## config.mk

```make
export PLATFORM = sky130hd
export DESIGN_NAME = gra_ctrl
export DESIGN_NICKNAME = d
export VERILOG_FILES = /design/src/rtl/gra_pkg.sv /design/src/rtl/gra_ctrl.sv
export SDC_FILE = /design/constraint.sdc
export NUM_CORES = 1
export LEC_CHECK = 0
export BUFFER_PORTS_ARGS = -buffer_cell sky130_fd_sc_hd__buf_4
export CAP_MARGIN = 20
export CORE_MARGIN = 1.5
export CORE_UTILIZATION = 40
export CTS_CLUSTER_DIAMETER = 150
export DETAILED_ROUTE_END_ITERATION = 7
export GPL_TIMING_DRIVEN = 0
export SYNTH_ARGS = -nofsm -noshare
export SYNTH_HDL_FRONTEND = slang
export SYNTH_SLANG_ARGS = --single-unit
```

## constraint.sdc

```tcl
create_clock -name clk -period 2.85 [get_ports clk]
set_clock_uncertainty 0.1 [all_clocks]
set_input_delay 0.57 -clock clk [delete_from_list [all_inputs] [get_ports clk]]
set_output_delay 0.57 -clock clk [all_outputs]
set_load 0.01 [all_outputs]
```

## src/rtl/gra_pkg.sv

```systemverilog
`default_nettype none
// ----------------------------------------------------------------------------
// gra_pkg
// Shared types, codes and widths of the guillotine rectangle allocator.
// ----------------------------------------------------------------------------
package gra_pkg;

  localparam int CB     = 14;          // coordinate bits
  localparam int PB     = 8;           // padding bits
  localparam int AREA_W = 2 * (CB + 1); // product of two padded sizes

  typedef logic [CB-1:0] coord_t;

  typedef struct packed {
    coord_t x;
    coord_t y;
    coord_t w;
    coord_t h;
  } rect_t;

  localparam logic [1:0] ACT_ALLOC   = 2'd0;
  localparam logic [1:0] ACT_RELEASE = 2'd1;
  localparam logic [1:0] ACT_CHECK   = 2'd2;
  localparam logic [1:0] ACT_CLEAR   = 2'd3;

  localparam logic [2:0] ST_OK      = 3'd0;
  localparam logic [2:0] ST_INVALID = 3'd1;
  localparam logic [2:0] ST_NOSPACE = 3'd2;
  localparam logic [2:0] ST_FRAG    = 3'd3;
  localparam logic [2:0] ST_NOFIT   = 3'd4;
  localparam logic [2:0] ST_OVF     = 3'd5;

  localparam logic [1:0] CFG_AW  = 2'd0;
  localparam logic [1:0] CFG_AH  = 2'd1;
  localparam logic [1:0] CFG_PAD = 2'd2;

  localparam logic [4:0] OP_NONE         = 5'd0;
  localparam logic [4:0] OP_INIT         = 5'd1;
  localparam logic [4:0] OP_LOAD         = 5'd2;
  localparam logic [4:0] OP_PREP         = 5'd3;
  localparam logic [4:0] OP_AREA         = 5'd4;
  localparam logic [4:0] OP_CLEAR        = 5'd5;
  localparam logic [4:0] OP_SCAN_START   = 5'd6;
  localparam logic [4:0] OP_SCAN         = 5'd7;
  localparam logic [4:0] OP_REM_START_BI = 5'd8;
  localparam logic [4:0] OP_REM_RD       = 5'd9;
  localparam logic [4:0] OP_REM_WR       = 5'd10;
  localparam logic [4:0] OP_PUSH_R       = 5'd11;
  localparam logic [4:0] OP_PUSH_B       = 5'd12;
  localparam logic [4:0] OP_PUSH_REL     = 5'd13;
  localparam logic [4:0] OP_M_START      = 5'd14;
  localparam logic [4:0] OP_M_RDI        = 5'd15;
  localparam logic [4:0] OP_M_LDA        = 5'd16;
  localparam logic [4:0] OP_M_RDJ        = 5'd17;
  localparam logic [4:0] OP_M_JOIN       = 5'd18;
  localparam logic [4:0] OP_M_NEXTJ      = 5'd19;
  localparam logic [4:0] OP_M_INC_I      = 5'd20;
  localparam logic [4:0] OP_FIN          = 5'd21;

  typedef struct packed {
    logic [4:0] op;
    logic [2:0] status;
  } cmd_t;

  typedef struct packed {
    logic [1:0] act;
    logic       zero_size;
    logic       chk_big;
    logic       rel_out;
    logic       list_full;
    logic       scan_busy;
    logic       found;
    logic       fit_any;
    logic       area_ok;
    logic       alloc_ovf;
    logic       need_r;
    logic       need_b;
    logic       rem_more;
    logic       m_no_i;
    logic       m_j_end;
    logic       joined;
    logic       out_free;
  } sts_t;

endpackage
`default_nettype wire

```

## src/rtl/gra_ctrl.sv

```systemverilog
`default_nettype none
// ----------------------------------------------------------------------------
// gra_ctrl
// Sequencer: steps the datapath through scan, removal, push and merge.
// ----------------------------------------------------------------------------
module gra_ctrl import gra_pkg::*; (
  input  wire logic clk,
  input  wire logic rst_n,
  input  wire logic in_valid,
  output logic      in_ready,
  input  wire sts_t sts,
  output cmd_t      cmd
);
  localparam logic [4:0] S_INIT     = 5'd0;
  localparam logic [4:0] S_IDLE     = 5'd1;
  localparam logic [4:0] S_PREP     = 5'd2;
  localparam logic [4:0] S_AREA     = 5'd3;
  localparam logic [4:0] S_DECIDE   = 5'd4;
  localparam logic [4:0] S_SCAN0    = 5'd5;
  localparam logic [4:0] S_SCAN     = 5'd6;
  localparam logic [4:0] S_SCAN_END = 5'd7;
  localparam logic [4:0] S_REM_RD   = 5'd8;
  localparam logic [4:0] S_REM_WR   = 5'd9;
  localparam logic [4:0] S_PUSH_R   = 5'd10;
  localparam logic [4:0] S_PUSH_B   = 5'd11;
  localparam logic [4:0] S_MSTART   = 5'd12;
  localparam logic [4:0] S_MRDI     = 5'd13;
  localparam logic [4:0] S_MLDA     = 5'd14;
  localparam logic [4:0] S_MRDJ     = 5'd15;
  localparam logic [4:0] S_MTST     = 5'd16;
  localparam logic [4:0] S_FIN      = 5'd17;

  logic [4:0] state_r, state_nxt;
  logic [2:0] stat_r, stat_nxt;
  logic       ret_merge_r, ret_merge_nxt;

  always_ff @(posedge clk) begin
    if (!rst_n) begin
      state_r     <= S_INIT;
      stat_r      <= ST_OK;
      ret_merge_r <= 1'b0;
    end else begin
      state_r     <= state_nxt;
      stat_r      <= stat_nxt;
      ret_merge_r <= ret_merge_nxt;
    end
  end

  always_comb begin
    state_nxt     = state_r;
    stat_nxt      = stat_r;
    ret_merge_nxt = ret_merge_r;
    cmd.op        = OP_NONE;
    cmd.status    = stat_r;
    in_ready      = 1'b0;
    case (state_r)
      S_INIT: begin
        cmd.op    = OP_INIT;
        state_nxt = S_IDLE;
      end
      S_IDLE: begin
        in_ready = 1'b1;
        if (in_valid) begin
          cmd.op    = OP_LOAD;
          state_nxt = S_PREP;
        end
      end
      S_PREP: begin
        cmd.op    = OP_PREP;
        state_nxt = S_AREA;
      end
      S_AREA: begin
        cmd.op    = OP_AREA;
        state_nxt = S_DECIDE;
      end
      S_DECIDE: begin
        state_nxt = S_FIN;
        if (sts.act == ACT_CLEAR) begin
          cmd.op   = OP_CLEAR;
          stat_nxt = ST_OK;
        end else if (sts.zero_size) begin
          stat_nxt = ST_INVALID;
        end else if (sts.act == ACT_ALLOC) begin
          state_nxt = S_SCAN0;
        end else if (sts.act == ACT_CHECK) begin
          if (sts.chk_big) begin
            stat_nxt = ST_NOSPACE;
          end else begin
            state_nxt = S_SCAN0;
          end
        end else if (sts.rel_out) begin
          stat_nxt = ST_INVALID;
        end else if (sts.list_full) begin
          stat_nxt = ST_OVF;
        end else begin
          cmd.op    = OP_PUSH_REL;
          state_nxt = S_MSTART;
        end
      end
      S_SCAN0: begin
        cmd.op    = OP_SCAN_START;
        state_nxt = S_SCAN;
      end
      S_SCAN: begin
        cmd.op = OP_SCAN;
        if (!sts.scan_busy) begin
          state_nxt = S_SCAN_END;
        end
      end
      S_SCAN_END: begin
        state_nxt = S_FIN;
        if (sts.act == ACT_CHECK) begin
          if (sts.fit_any) begin
            stat_nxt = ST_OK;
          end else if (sts.area_ok) begin
            stat_nxt = ST_FRAG;
          end else begin
            stat_nxt = ST_NOSPACE;
          end
        end else if (!sts.found) begin
          stat_nxt = ST_NOFIT;
        end else if (sts.alloc_ovf) begin
          stat_nxt = ST_OVF;
        end else begin
          cmd.op        = OP_REM_START_BI;
          ret_merge_nxt = 1'b0;
          state_nxt     = S_REM_RD;
        end
      end
      S_REM_RD: begin
        cmd.op = OP_REM_RD;
        if (sts.rem_more) begin
          state_nxt = S_REM_WR;
        end else if (ret_merge_r) begin
          state_nxt = S_MSTART;
        end else begin
          state_nxt = S_PUSH_R;
        end
      end
      S_REM_WR: begin
        cmd.op    = OP_REM_WR;
        state_nxt = S_REM_RD;
      end
      S_PUSH_R: begin
        if (sts.need_r) begin
          cmd.op = OP_PUSH_R;
        end
        state_nxt = S_PUSH_B;
      end
      S_PUSH_B: begin
        if (sts.need_b) begin
          cmd.op = OP_PUSH_B;
        end
        state_nxt = S_MSTART;
      end
      S_MSTART: begin
        cmd.op    = OP_M_START;
        state_nxt = S_MRDI;
      end
      S_MRDI: begin
        // A pass that reaches the last entry without a join ends merging.
        if (sts.m_no_i) begin
          stat_nxt  = ST_OK;
          state_nxt = S_FIN;
        end else begin
          cmd.op    = OP_M_RDI;
          state_nxt = S_MLDA;
        end
      end
      S_MLDA: begin
        cmd.op    = OP_M_LDA;
        state_nxt = S_MRDJ;
      end
      S_MRDJ: begin
        if (sts.m_j_end) begin
          cmd.op    = OP_M_INC_I;
          state_nxt = S_MRDI;
        end else begin
          cmd.op    = OP_M_RDJ;
          state_nxt = S_MTST;
        end
      end
      S_MTST: begin
        if (sts.joined) begin
          cmd.op        = OP_M_JOIN;
          ret_merge_nxt = 1'b1;
          state_nxt     = S_REM_RD;
        end else begin
          cmd.op    = OP_M_NEXTJ;
          state_nxt = S_MRDJ;
        end
      end
      S_FIN: begin
        if (sts.out_free) begin
          cmd.op    = OP_FIN;
          state_nxt = S_IDLE;
        end
      end
      default: begin
        state_nxt = S_INIT;
      end
    endcase
  end
endmodule
`default_nettype wire
```

==> results of run 1 <==
## stage by stage
stage                     util (%)  total power [uW]  hold slack [ns]  cell area [um^2]  instances
after global routing          53.3               559            0.393              1320        218
final                         53.3               521            0.377              1320        218
after detailed placement      52.1               418            0.366              1290        215
after CTS                     53.2               518            0.376              1320        219
after global placement        52.1               415            0.349              1290        215
after floorplan                  -               317            0.350              1040        157
## path summary, 6_finish.rpt
path              start         end  slack (ns)
max          state_r[3]      cmd[4]        0.15
max reg2reg  state_r[1]  state_r[2]        1.02
min           stat_r[2]   stat_r[2]        0.38
min reg2reg   stat_r[2]   stat_r[2]        0.38
## Yosys cell counts (2+ instances only)
master / n / area share [%]
nand3b_1: 4 / 2.9
nor3_1: 4 / 1.9
a21oi_1: 8 / 3.8
and2b_1: 2 / 1.4
nor2b_1: 4 / 2.4
o21ai_0: 14 / 6.7
nor3_2: 2 / 1.9
o211ai_1: 3 / 2.2
buf_2: 7 / 3.4
inv_2: 2 / 0.72
o22ai_1: 6 / 3.6
inv_1: 4 / 1.4
a21boi_0: 3 / 2.2
o21ai_1: 4 / 1.9
nand2b_1: 5 / 3.0
nand2_1: 20 / 7.2
nand3_1: 5 / 2.4
a211o_1: 2 / 1.7
dfxtp_1: 9 / 17
a211oi_1: 3 / 2.2
a31oi_1: 4 / 2.4
o21bai_1: 2 / 1.4
or3_1: 3 / 1.8
o41ai_1: 2 / 1.7
nor2_1: 13 / 4.7
## flip-flops by register name (all words and copies together), names as in the netlist
name / flops
ret_merge_r: 1
state_r: 5
stat_r: 3
## routing by layer
metal / track usage [%] / vias to the layer above / part of all wire, %
li1: - / 647 / -
met1: 34.7 / 606 / 42
met2: 51.6 / 64 / 48
met3: 6.39 / 13 / 7.3
met4: 2.50 / 0 / 2.8
met5: 0 / - / 0
## power breakdown
part | leakage [uW] | total, uW | internal (uW) | switching (uW)
registers | 0.0000731 | 148 | 135 | 12.3
logic | 0.000444 | 274 | 116 | 159
clock network | 0.0000150 | 98.6 | 53.9 | 44.6
total | 0.000532 | 521 | 305 | 215
## cells by family (layout without fill, tap and decap cells)
family | after synthesis | in the layout
flip-flops | 9 | 9
buffers and inverters | 16 | 47
XOR/XNOR | 1 | 1
AO/OA/AOI/OAI | 57 | 57
AND/OR/NAND/NOR | 72 | 72
multiplexers | 2 | 2
## placed cells by master (no fill, tap or decap), types with 2 or more instances in the layout
cell type | netlist | layout
dfxtp_1 | 9 | 9
inv_1 | 4 | 4
o41ai_1 | 2 | 2
nor3_2 | 2 | 2
o22ai_1 | 6 | 6
inv_2 | 2 | 2
o21ai_1 | 4 | 4
o211ai_1 | 3 | 3
nor2b_1 | 4 | 4
o21ai_0 | 14 | 14
a21boi_0 | 3 | 3
nor2_1 | 13 | 13
o21bai_1 | 2 | 2
and2b_1 | 2 | 2
a31oi_1 | 4 | 4
nor3_1 | 4 | 4
buf_2 | 7 | 7
or3_1 | 3 | 3
clkbuf_4 | 0 | 3
nand2b_1 | 5 | 5
a21oi_1 | 8 | 8
a211oi_1 | 3 | 3
nand3b_1 | 4 | 4
nand2_1 | 20 | 20
buf_4 | 1 | 29
a211o_1 | 2 | 2
nand3_1 | 5 | 5
## worst reg2reg max path, cell delays in order, from the launching register on
cell and delay (ns):
dfxtp_1 0.44, buf_2 0.27, nor2_1 0.12, nand3b_1 0.21, o22ai_1 0.14, a211oi_1 0.33
a21oi_1 0.11
## area by class of cell
type	count	area (um^2)
multi-input cells	132	797
fillers	255	1160
clock buffers	4	26.3
plain buffers	9	46.3
repair buffers	28	210
flip-flops and latches	9	180
well taps	30	37.5
inverters	6	22.5
## what timing repair did
action,4_1_cts,5_1_grt
hold buffers,0,0
pin swaps,0,0
setup endpoints to repair,1,1
endpoints found under the hold margin,0,0
gates resized for setup,1,1
==> results.tsv, run 1 <==
metric	value	unit
Vias	1330	
first-pass GRT wire length	5910	um
# IOs	30	
min-delay worst type	reg2reg	
Root Buffer	clkbuf_4	
post-synthesis register bit count	9	
vias per cell	6.10	
Synth warnings	0	
CP Cell Sequence	buf_2 > buf_2 > o22ai_1 > a2111oi_2 > a21oi_1 > o21ai_1 > buf_4	
initial drt markers	39	
RSZ-0062 raised after global routing	false	
nature of the critical path endpoint	output port	
Synth Flop Type	dfxtp_1	
FF-to-FF path depth	6	
drt wl/cell	16.5	um
async set or reset register ratio after synthesis	0	%
crit-path max FO	10	
CTS Buf Count	3	
endpoints failing setup	0	
GRT Util Overall	28.2	%
Initial DRT Pass Iterations	4	
Clock Latency Late Sink	0.26	ns
grt ovf	0	
fraction of layout cells with a size suffix above 1	26.1	%
core area	0.00248	mm^2
largest stage delay on the critical path	0.42	ns
Avg Cell Area, Syn	6.65	um^2
Synth cell types	47	
sequential share of the synthesized area	17.3	%
Die H	54.1	um
Post-Synth Adder-Cell Area	0	%
Critical Path Most Common Cell	buf_2	
Final WS setup	0.145	ns
Worst setup SP type	register	
pins over their slew limit	0	
buffers and inverters on the worst path	3	
Worst Tran Pin Value	0.433	ns
Setup Fix Bufs, Post-CTS	0	
Max clock buf depth	2	
Cell Area, Synth	0.00104	mm^2
number of synthesized flops with an enable pin	0	
Compound-Gate Fraction of Synth Area	34.9	%
# nets final	210	
crit-path leading delay family	compound AO/OA/AOI/OAI gates	
Initial Utilization	42.1	%
largest net degree at the start of global routing	11	
Final TNS setup	0	ns
critical path's slowest cell	dfxtp_1	
highest clock rate	0.370	GHz
number of inserted diodes	0	
clk slew on worst S/H paths	0.07	ns
main combinational cell family by area after synthesis	simple AND/OR/NAND/NOR gates	
Hold Vio Cnt, Final	0	
WP data arrival	2.03	ns
period utilization	94.9	%
Die X	54.1	um
critical path depth in cells	7	
WP data required	2.18	ns
mux share of post-synthesis cell area	2.04	%
Synth Area in Simple Gates	38.0	%
Gate Count Post-Synth	157	
Port Buffers	28	
area grow syn2layout	26.5	%
Place WS	0.253	ns
number of global-route vias before repair	1240	
gpl congestion	0.993	
worst setup path class	reg2out	
Syn Nets	178	
hold path depth	2	
post-synthesis xor/xnor area fraction	0.839	%
Post-Route WL	3600	um
htree depth	1	
# clock sinks	9	
outcome	completed	
die area	0.00292	mm^2
PwrDens	394	mW/mm^2
CTS tree	done	
peak supply drop	494	uV
initial antenna violation count	0	
Worst slew margin	70.8	%
FP Rows	18	
cell leakage power	0.000532	uW
Detail Route Antenna Nets	0	
max cap viols	0	
post-DP HPWL	2890	um
DR DRC count	0	
final worst path period need	2.70	ns
Power figures use the tool's default switching activity.
==> run 2: changes to the inputs <==
Settings changed: BUFFER_PORTS_ARGS -buffer_cell sky130_fd_sc_hd__buf_4 to default, DONT_BUFFER_PORTS from default to 1.
==> run 2 against run 1 <==
Effect of this change: core utilization down 8.7 points; flip-flop and latch count did not move; global-route usage is 3.1 points lower; sequential power hardly changed; via count down 7.8%; die area did not move; critical endpoint unchanged; critical path depth shrank 1; sequential share of layout area up 2.7 points; final area shrank 16%; combinational power down 21%; routed wire length is 6.2% lower; power shrank 11%.
==> results.tsv, run 2 (synthesis results as in run 1) <==
metric	value	unit	change
largest net degree at the start of global routing	11		unchanged
critical path's slowest cell	a2111oi_1		was dfxtp_1
fraction of layout cells with a size suffix above 1	12.5	%	was 26.1%
r2r setup slk	1.01	ns	was 1.02 ns
number of global-route vias before repair	1100		was 1240
Worst setup SP type	register		unchanged
die area	0.00292	mm^2	unchanged
grt ovf	0		unchanged
nature of the critical path endpoint	output port		unchanged
CTS Buf Count	3		unchanged
PwrDens	420	mW/mm^2	was 394 mW/mm^2
Die X	54.1	um	unchanged
first-pass GRT wire length	5290	um	was 5910 um
CP startpoint	state_r[3]		unchanged
# nets final	182		was 210
crit-path max FO	10		unchanged
Final TNS setup	0	ns	unchanged
# clock sinks	9		unchanged
post-DP HPWL	2620	um	was 2890 um
highest clock rate	0.366	GHz	was 0.370 GHz
peak supply drop	334	uV	was 494 uV
Worst slew margin	66.1	%	was 70.8%
DR DRC count	0		unchanged
FP Rows	18		unchanged
drt wl/cell	17.8	um	was 16.5 um
Worst Tran Pin Value	0.504	ns	was 0.433 ns
outcome	completed		unchanged
final worst path period need	2.74	ns	was 2.70 ns
largest stage delay on the critical path	0.50	ns	was 0.42 ns
number of inserted diodes	0		unchanged
Critical Path Most Common Cell	buf_2		unchanged
endpoints failing setup	0		unchanged
htree depth	1		unchanged
hold buffers post-CTS	0		unchanged
Port Buffers	0		was 28
Place WS	0.400	ns	was 0.253 ns
area grow syn2layout	5.88	%	was 26.5%
most flop-heavy register	state_r		unchanged
initial antenna violation count	0		unchanged
Top Registers	state_r: 5 flops, stat_r: 3 flops, ret_merge_r: 1 flops		unchanged
final instance area	0.00110	mm^2	was 0.00132 mm^2
CP Cell Sequence	buf_2 > buf_2 > o22ai_1 > a2111oi_1 > a21oi_1 > o21ai_1		was buf_2 > buf_2 > o22ai_1 > a2111oi_2 > a21oi_1 > o21ai_1 > buf_4
layout filler cell count	270		was 255
leading cell types in the layout, fill and taps excluded	20 x nand2_1, 14 x o21ai_0, 13 x nor2_1		was 29 x buf_4, 20 x nand2_1, 14 x o21ai_0
CTS tree	done		unchanged
Root Buffer	clkbuf_4		unchanged
max cap viols	0		unchanged
commonest non-fill, non-tap cell in the layout	nand2_1		was buf_4
gpl congestion	0.985		was 0.993
Detail Route Antenna Nets	0		unchanged
clk slew on worst S/H paths	0.06	ns	was 0.07 ns
Clock Latency Late Sink	0.26	ns	about the same
WP data arrival	2.07	ns	was 2.03 ns
period utilization	96.0	%	was 94.9%
RSZ-0062 raised after global routing	false		unchanged
Initial DRT Pass Iterations	4		unchanged
core area	0.00248	mm^2	unchanged
initial drt markers	47		was 39
vias per cell	6.45		was 6.10
Setup Fix Bufs, Post-CTS	0		unchanged
Post-Route WL	3370	um	was 3600 um
cell leakage power	0.000392	uW	was 0.000532 uW
Die H	54.1	um	unchanged
WP data required	2.18	ns	about the same
Vias	1226		was 1330
Hold Vio Cnt, Final	0		unchanged
Final WS setup	0.115	ns	was 0.145 ns
Max clock buf depth	2		unchanged
max reg flops	5		unchanged
post-CTS sizing	0		was 1
GRT Util Overall	25.2	%	was 28.2%
start point of the worst min-delay path	ret_merge_r		was stat_r[2]
pins over their slew limit	0		unchanged
Power, Total	465	uW	was 521 uW
min-delay worst type	reg2reg		unchanged
reg-to-reg startpoint	state_r[1]		unchanged
Initial Utilization	42.1	%	unchanged
total placed instance area	0.00108	mm^2	was 0.00129 mm^2
worst setup path class	reg2out		unchanged
# IOs	30		unchanged
[run 2: power by group]
group | internal, uW | switching, uW
Combinational | 77.8 | 138
Sequential | 135 | 13.5
Clock | 54.0 | 45.5
Total | 267 | 197
[run 2: worst max-delay path, delay by kind of cell, from the launching register on]
| kind | cells | cell delay, ns |
|---|---|---|
| AOI/OAI and AO/OA | 4 | 0.88 |
| buffers and inverters | 2 | 0.51 |
| DFF | 1 | 0.41 |
[run 2: per-layer routing]
layer | part of all wire (%) | wire [um] | track usage [%]
met1 | 43 | 1470 | 34.7
met2 | 47 | 1580 | 41.1
met3 | 8.6 | 291 | 4.44
met4 | 1.1 | 38 | 5.00
met5 | 0 | 0 | 0
[run 2: path summary, 6_finish.rpt]
path                  to  depth (start not counted)
max               cmd[4]                          6
min          ret_merge_r                          2
max reg2reg    stat_r[2]                          5
min reg2reg  ret_merge_r                          2
[run 2: area by class of cell]
type                       count  area (um^2)  share of cell area (%)
tap                           30         37.5                    3.40
inverter                       6         22.5                    2.04
clock buffer                   4         26.3                    2.38
multi-input combinational    132          792                    71.7
buffer                         9         46.3                    4.19
sequential                     9          180                    16.3
[run 2: per-stage QoR]
step | hold WS, ns | utilization [%] | std cells
after floorplan | 0.350 | - | 157
after global placement | 0.372 | 43.6 | 187
after detailed placement | 0.380 | 43.6 | 187
after CTS | 0.391 | 44.7 | 191
after global routing | 0.402 | 44.6 | 190
final | 0.388 | 44.6 | 190
==> run 3: changes to the inputs <==
Settings changed: ABC_AREA from default to 1.
==> run 3 against run 2 <==
Effect of this change: power grew 37%; clock power shrank 3.4%; sequential share of layout area grew 0.81 points; core utilization grew 1.6 points; global-route usage shrank 1.4 points; final cell count grew 19%; first-iteration DRC count shrank 4.3%; maximum frequency grew 15%; sequential power grew 26%; flip-flop and latch count is the same; die area shrank 4.9%; largest power group unchanged.
==> results.tsv, run 3 <==
metric	value	unit	change
fin util	46.2	%	was 44.6%
Post-Route WL	2870	um	was 3370 um
initial drt markers	45		was 47
final instance area	0.00105	mm^2	was 0.00110 mm^2
cell leakage power	0.000586	uW	was 0.000392 uW
Worst setup SP type	register		unchanged
Hold Vio Cnt, Final	0		unchanged
clk slew on worst S/H paths	0.06	ns	about the same
largest stage delay on the critical path	0.47	ns	was 0.50 ns
max cap viols	0		unchanged
Final TNS setup	0	ns	unchanged
WP data required	2.18	ns	about the same
post-CTS sizing	0		unchanged
leading cell types in the layout, fill and taps excluded	55 x nand2_1, 37 x nor2_1, 33 x inv_1		was 20 x nand2_1, 14 x o21ai_0, 13 x nor2_1
Port Buffers	0		unchanged
crit-path leading delay family	flip-flops		was compound AO/OA/AOI/OAI gates
Syn Nets	215		was 178
die area	0.00278	mm^2	was 0.00292 mm^2
DR DRC count	0		unchanged
outcome	completed		unchanged
number of inserted diodes	0		unchanged
critical path's slowest cell	dfxtp_1		was a2111oi_1
Detail Route Antenna Nets	0		unchanged
WP data arrival	1.71	ns	was 2.07 ns
CTS Buf Count	3		unchanged
Initial Utilization	43.5	%	was 42.1%
most frequent cells after synthesis	55 x nand2_1, 37 x nor2_1, 33 x inv_1, 19 x nand3_1		was 20 x nand2_1, 14 x o21ai_0, 13 x nor2_1, 9 x dfxtp_1, 8 x a21oi_1
final worst path period need	2.38	ns	was 2.74 ns
worst setup path class	reg2out		unchanged
buffers and inverters on the worst path	1		was 2
async set or reset register ratio after synthesis	0	%	unchanged
Die X	52.7	um	was 54.1 um
drt wl/cell	12.7	um	was 17.8 um
post-synthesis register bit count	9		unchanged
most common cell in the netlist	nand2_1		unchanged
Worst slew margin	73.2	%	was 66.1%
Synth warnings	0		unchanged
Root Buffer	clkbuf_4		unchanged
core area	0.00228	mm^2	was 0.00248 mm^2
GRT Util Overall	23.8	%	was 25.2%
max reg flops	5		unchanged
commonest non-fill, non-tap cell in the layout	nand2_1		unchanged
min-delay worst type	in2reg		was reg2reg
pins over their slew limit	0		unchanged
highest clock rate	0.421	GHz	was 0.366 GHz
Initial DRT Pass Iterations	6		was 4
layout filler cell count	275		was 270
period utilization	83.4	%	was 96.0%
first-pass GRT wire length	4900	um	was 5290 um
largest net degree at the start of global routing	10		was 11
Clock Latency Late Sink	0.26	ns	about the same
number of global-route vias before repair	1154		was 1100
crit-path max FO	6		was 10
hold buffers post-CTS	0		unchanged
initial antenna violation count	0		unchanged
Power, Total	638	uW	was 465 uW
Critical Path Most Common Cell	nand2_1		was buf_2
grt ovf	0		unchanged
area grow syn2layout	6.32	%	was 5.88%
PwrDens	606	mW/mm^2	was 420 mW/mm^2
Synth cell types	18		was 47
fraction of layout cells with a size suffix above 1	6.57	%	was 12.5%
peak supply drop	410	uV	was 334 uV
endpoints failing setup	0		unchanged
Cell Area, Synth	990	um^2	was 0.00104 mm^2
# clock sinks	9		unchanged
number of synthesized flops with an enable pin	0		unchanged
gpl congestion	0.951		was 0.985
Worst Tran Pin Value	0.401	ns	was 0.504 ns
htree depth	1		unchanged
Vias	1199		was 1226
# IOs	30		unchanged
Yosys top cell area share	20.9	%	was 17.3%
Die H	52.7	um	was 54.1 um
total placed instance area	0.00102	mm^2	was 0.00108 mm^2
CP Cell Sequence	inv_2 > nand2_1 > nor2_2 > nand3_1 > nand2_1 > a21oi_1 > o2111ai_1		was buf_2 > buf_2 > o22ai_1 > a2111oi_1 > a21oi_1 > o21ai_1
vias per cell	5.31		was 6.45
nature of the critical path endpoint	output port		unchanged
ranking of synthesized cells by area	nand2_1 21%, dfxtp_1 18%, nor2_1 14%		was dfxtp_1 17%, nand2_1 7.2%, o21ai_0 6.7%
RSZ-0062 raised after global routing	false		unchanged
area leader, netlist	nand2_1		was dfxtp_1
CTS tree	done		unchanged
hold slack	0.321	ns	was 0.388 ns
Setup Fix Bufs, Post-CTS	0		unchanged
sequential share of the synthesized area	18.2	%	was 17.3%
Max clock buf depth	2		unchanged
post-DP HPWL	2420	um	was 2620 um
# nets final	220		was 182
Gate Count Post-Synth	194		was 157
Avg Cell Area, Syn	5.10	um^2	was 6.65 um^2
Synth Flop Type	dfxtp_1		unchanged
FP Rows	17		was 18
most flop-heavy register	state_r		unchanged
Top Registers	state_r: 5 flops, stat_r: 3 flops, ret_merge_r: 1 flops		unchanged
[run 3: cell types whose count changed in the layout (fill, tap and decap cells not counted), moves of 5 or more]
cell / previous run / this run
nand2_1: 20 / 55
inv_1: 4 / 33
nor2_1: 13 / 37
nand3_1: 5 / 19
buf_2: 7 / 0
o21ai_0: 14 / 7
o22ai_1: 6 / 0
nand2b_1: 5 / 0
[run 3: kinds of logic (layout without fill, tap and decap cells)]
kind of cell	count (synthesis)	count (layout)	synth area share [%]
buffers and inverters	37	41	14.8
AOI/OAI and AO/OA	23	23	13.3
DFF	9	9	18.2
and+or+nand+nor	125	125	53.7
[run 3: layer usage]
layer	GRT usage [%]	wire length (um)
met5	0	0
met3	6.57	229
met1	28.7	1150
met4	0.855	5
met2	43.8	1480
[run 3: final timing paths]
path / start / slack, ns / cells past startpoint / endpoint
min reg2reg: ret_merge_r / 0.38 / 2 / ret_merge_r
min: rst_n / 0.32 / 2 / stat_r[0]
max: state_r[1] / 0.47 / 7 / cmd[6]
max reg2reg: state_r[0] / 1.20 / 9 / stat_r[1]
[run 3: cell type report]
| cell class | count | area, um^2 | share of cell area [%] |
|---|---|---|---|
| inverter | 36 | 135 | 12.8 |
| sequential | 9 | 180 | 17.1 |
| clock inverter | 1 | 5.00 | 0.476 |
| buffer | 1 | 11.3 | 1.07 |
| multi-input combinational | 148 | 663 | 63.0 |
| clock buffer | 3 | 22.5 | 2.14 |
| tap | 28 | 35.0 | 3.33 |
[run 3: metrics by stage]
step                      instances  setup WS, ns
after floorplan                 194          1.02
after global placement          222         0.752
after detailed placement        222         0.744
after CTS                       226         0.458
after global routing            226         0.285
final                           226         0.473
[run 3: where the power goes]
group | internal, uW | leakage, uW | switching (uW)
Clock | 51.7 | 0.0000177 | 44.4
Sequential | 150 | 0.0000731 | 37.0
Combinational | 105 | 0.000496 | 250
Total | 306 | 0.000586 | 331
[run 3: worst register-to-register path, cell delays in order (launching register included)]
cell	delay (ns)
dfxtp_1	0.47
nand2_1	0.13
nor2_2	0.23
nand3_1	0.21
nand2_1	0.11
inv_1	0.05
nand3_2	0.11
nand2_1	0.07
nand2_1	0.06
nor2_1	0.03
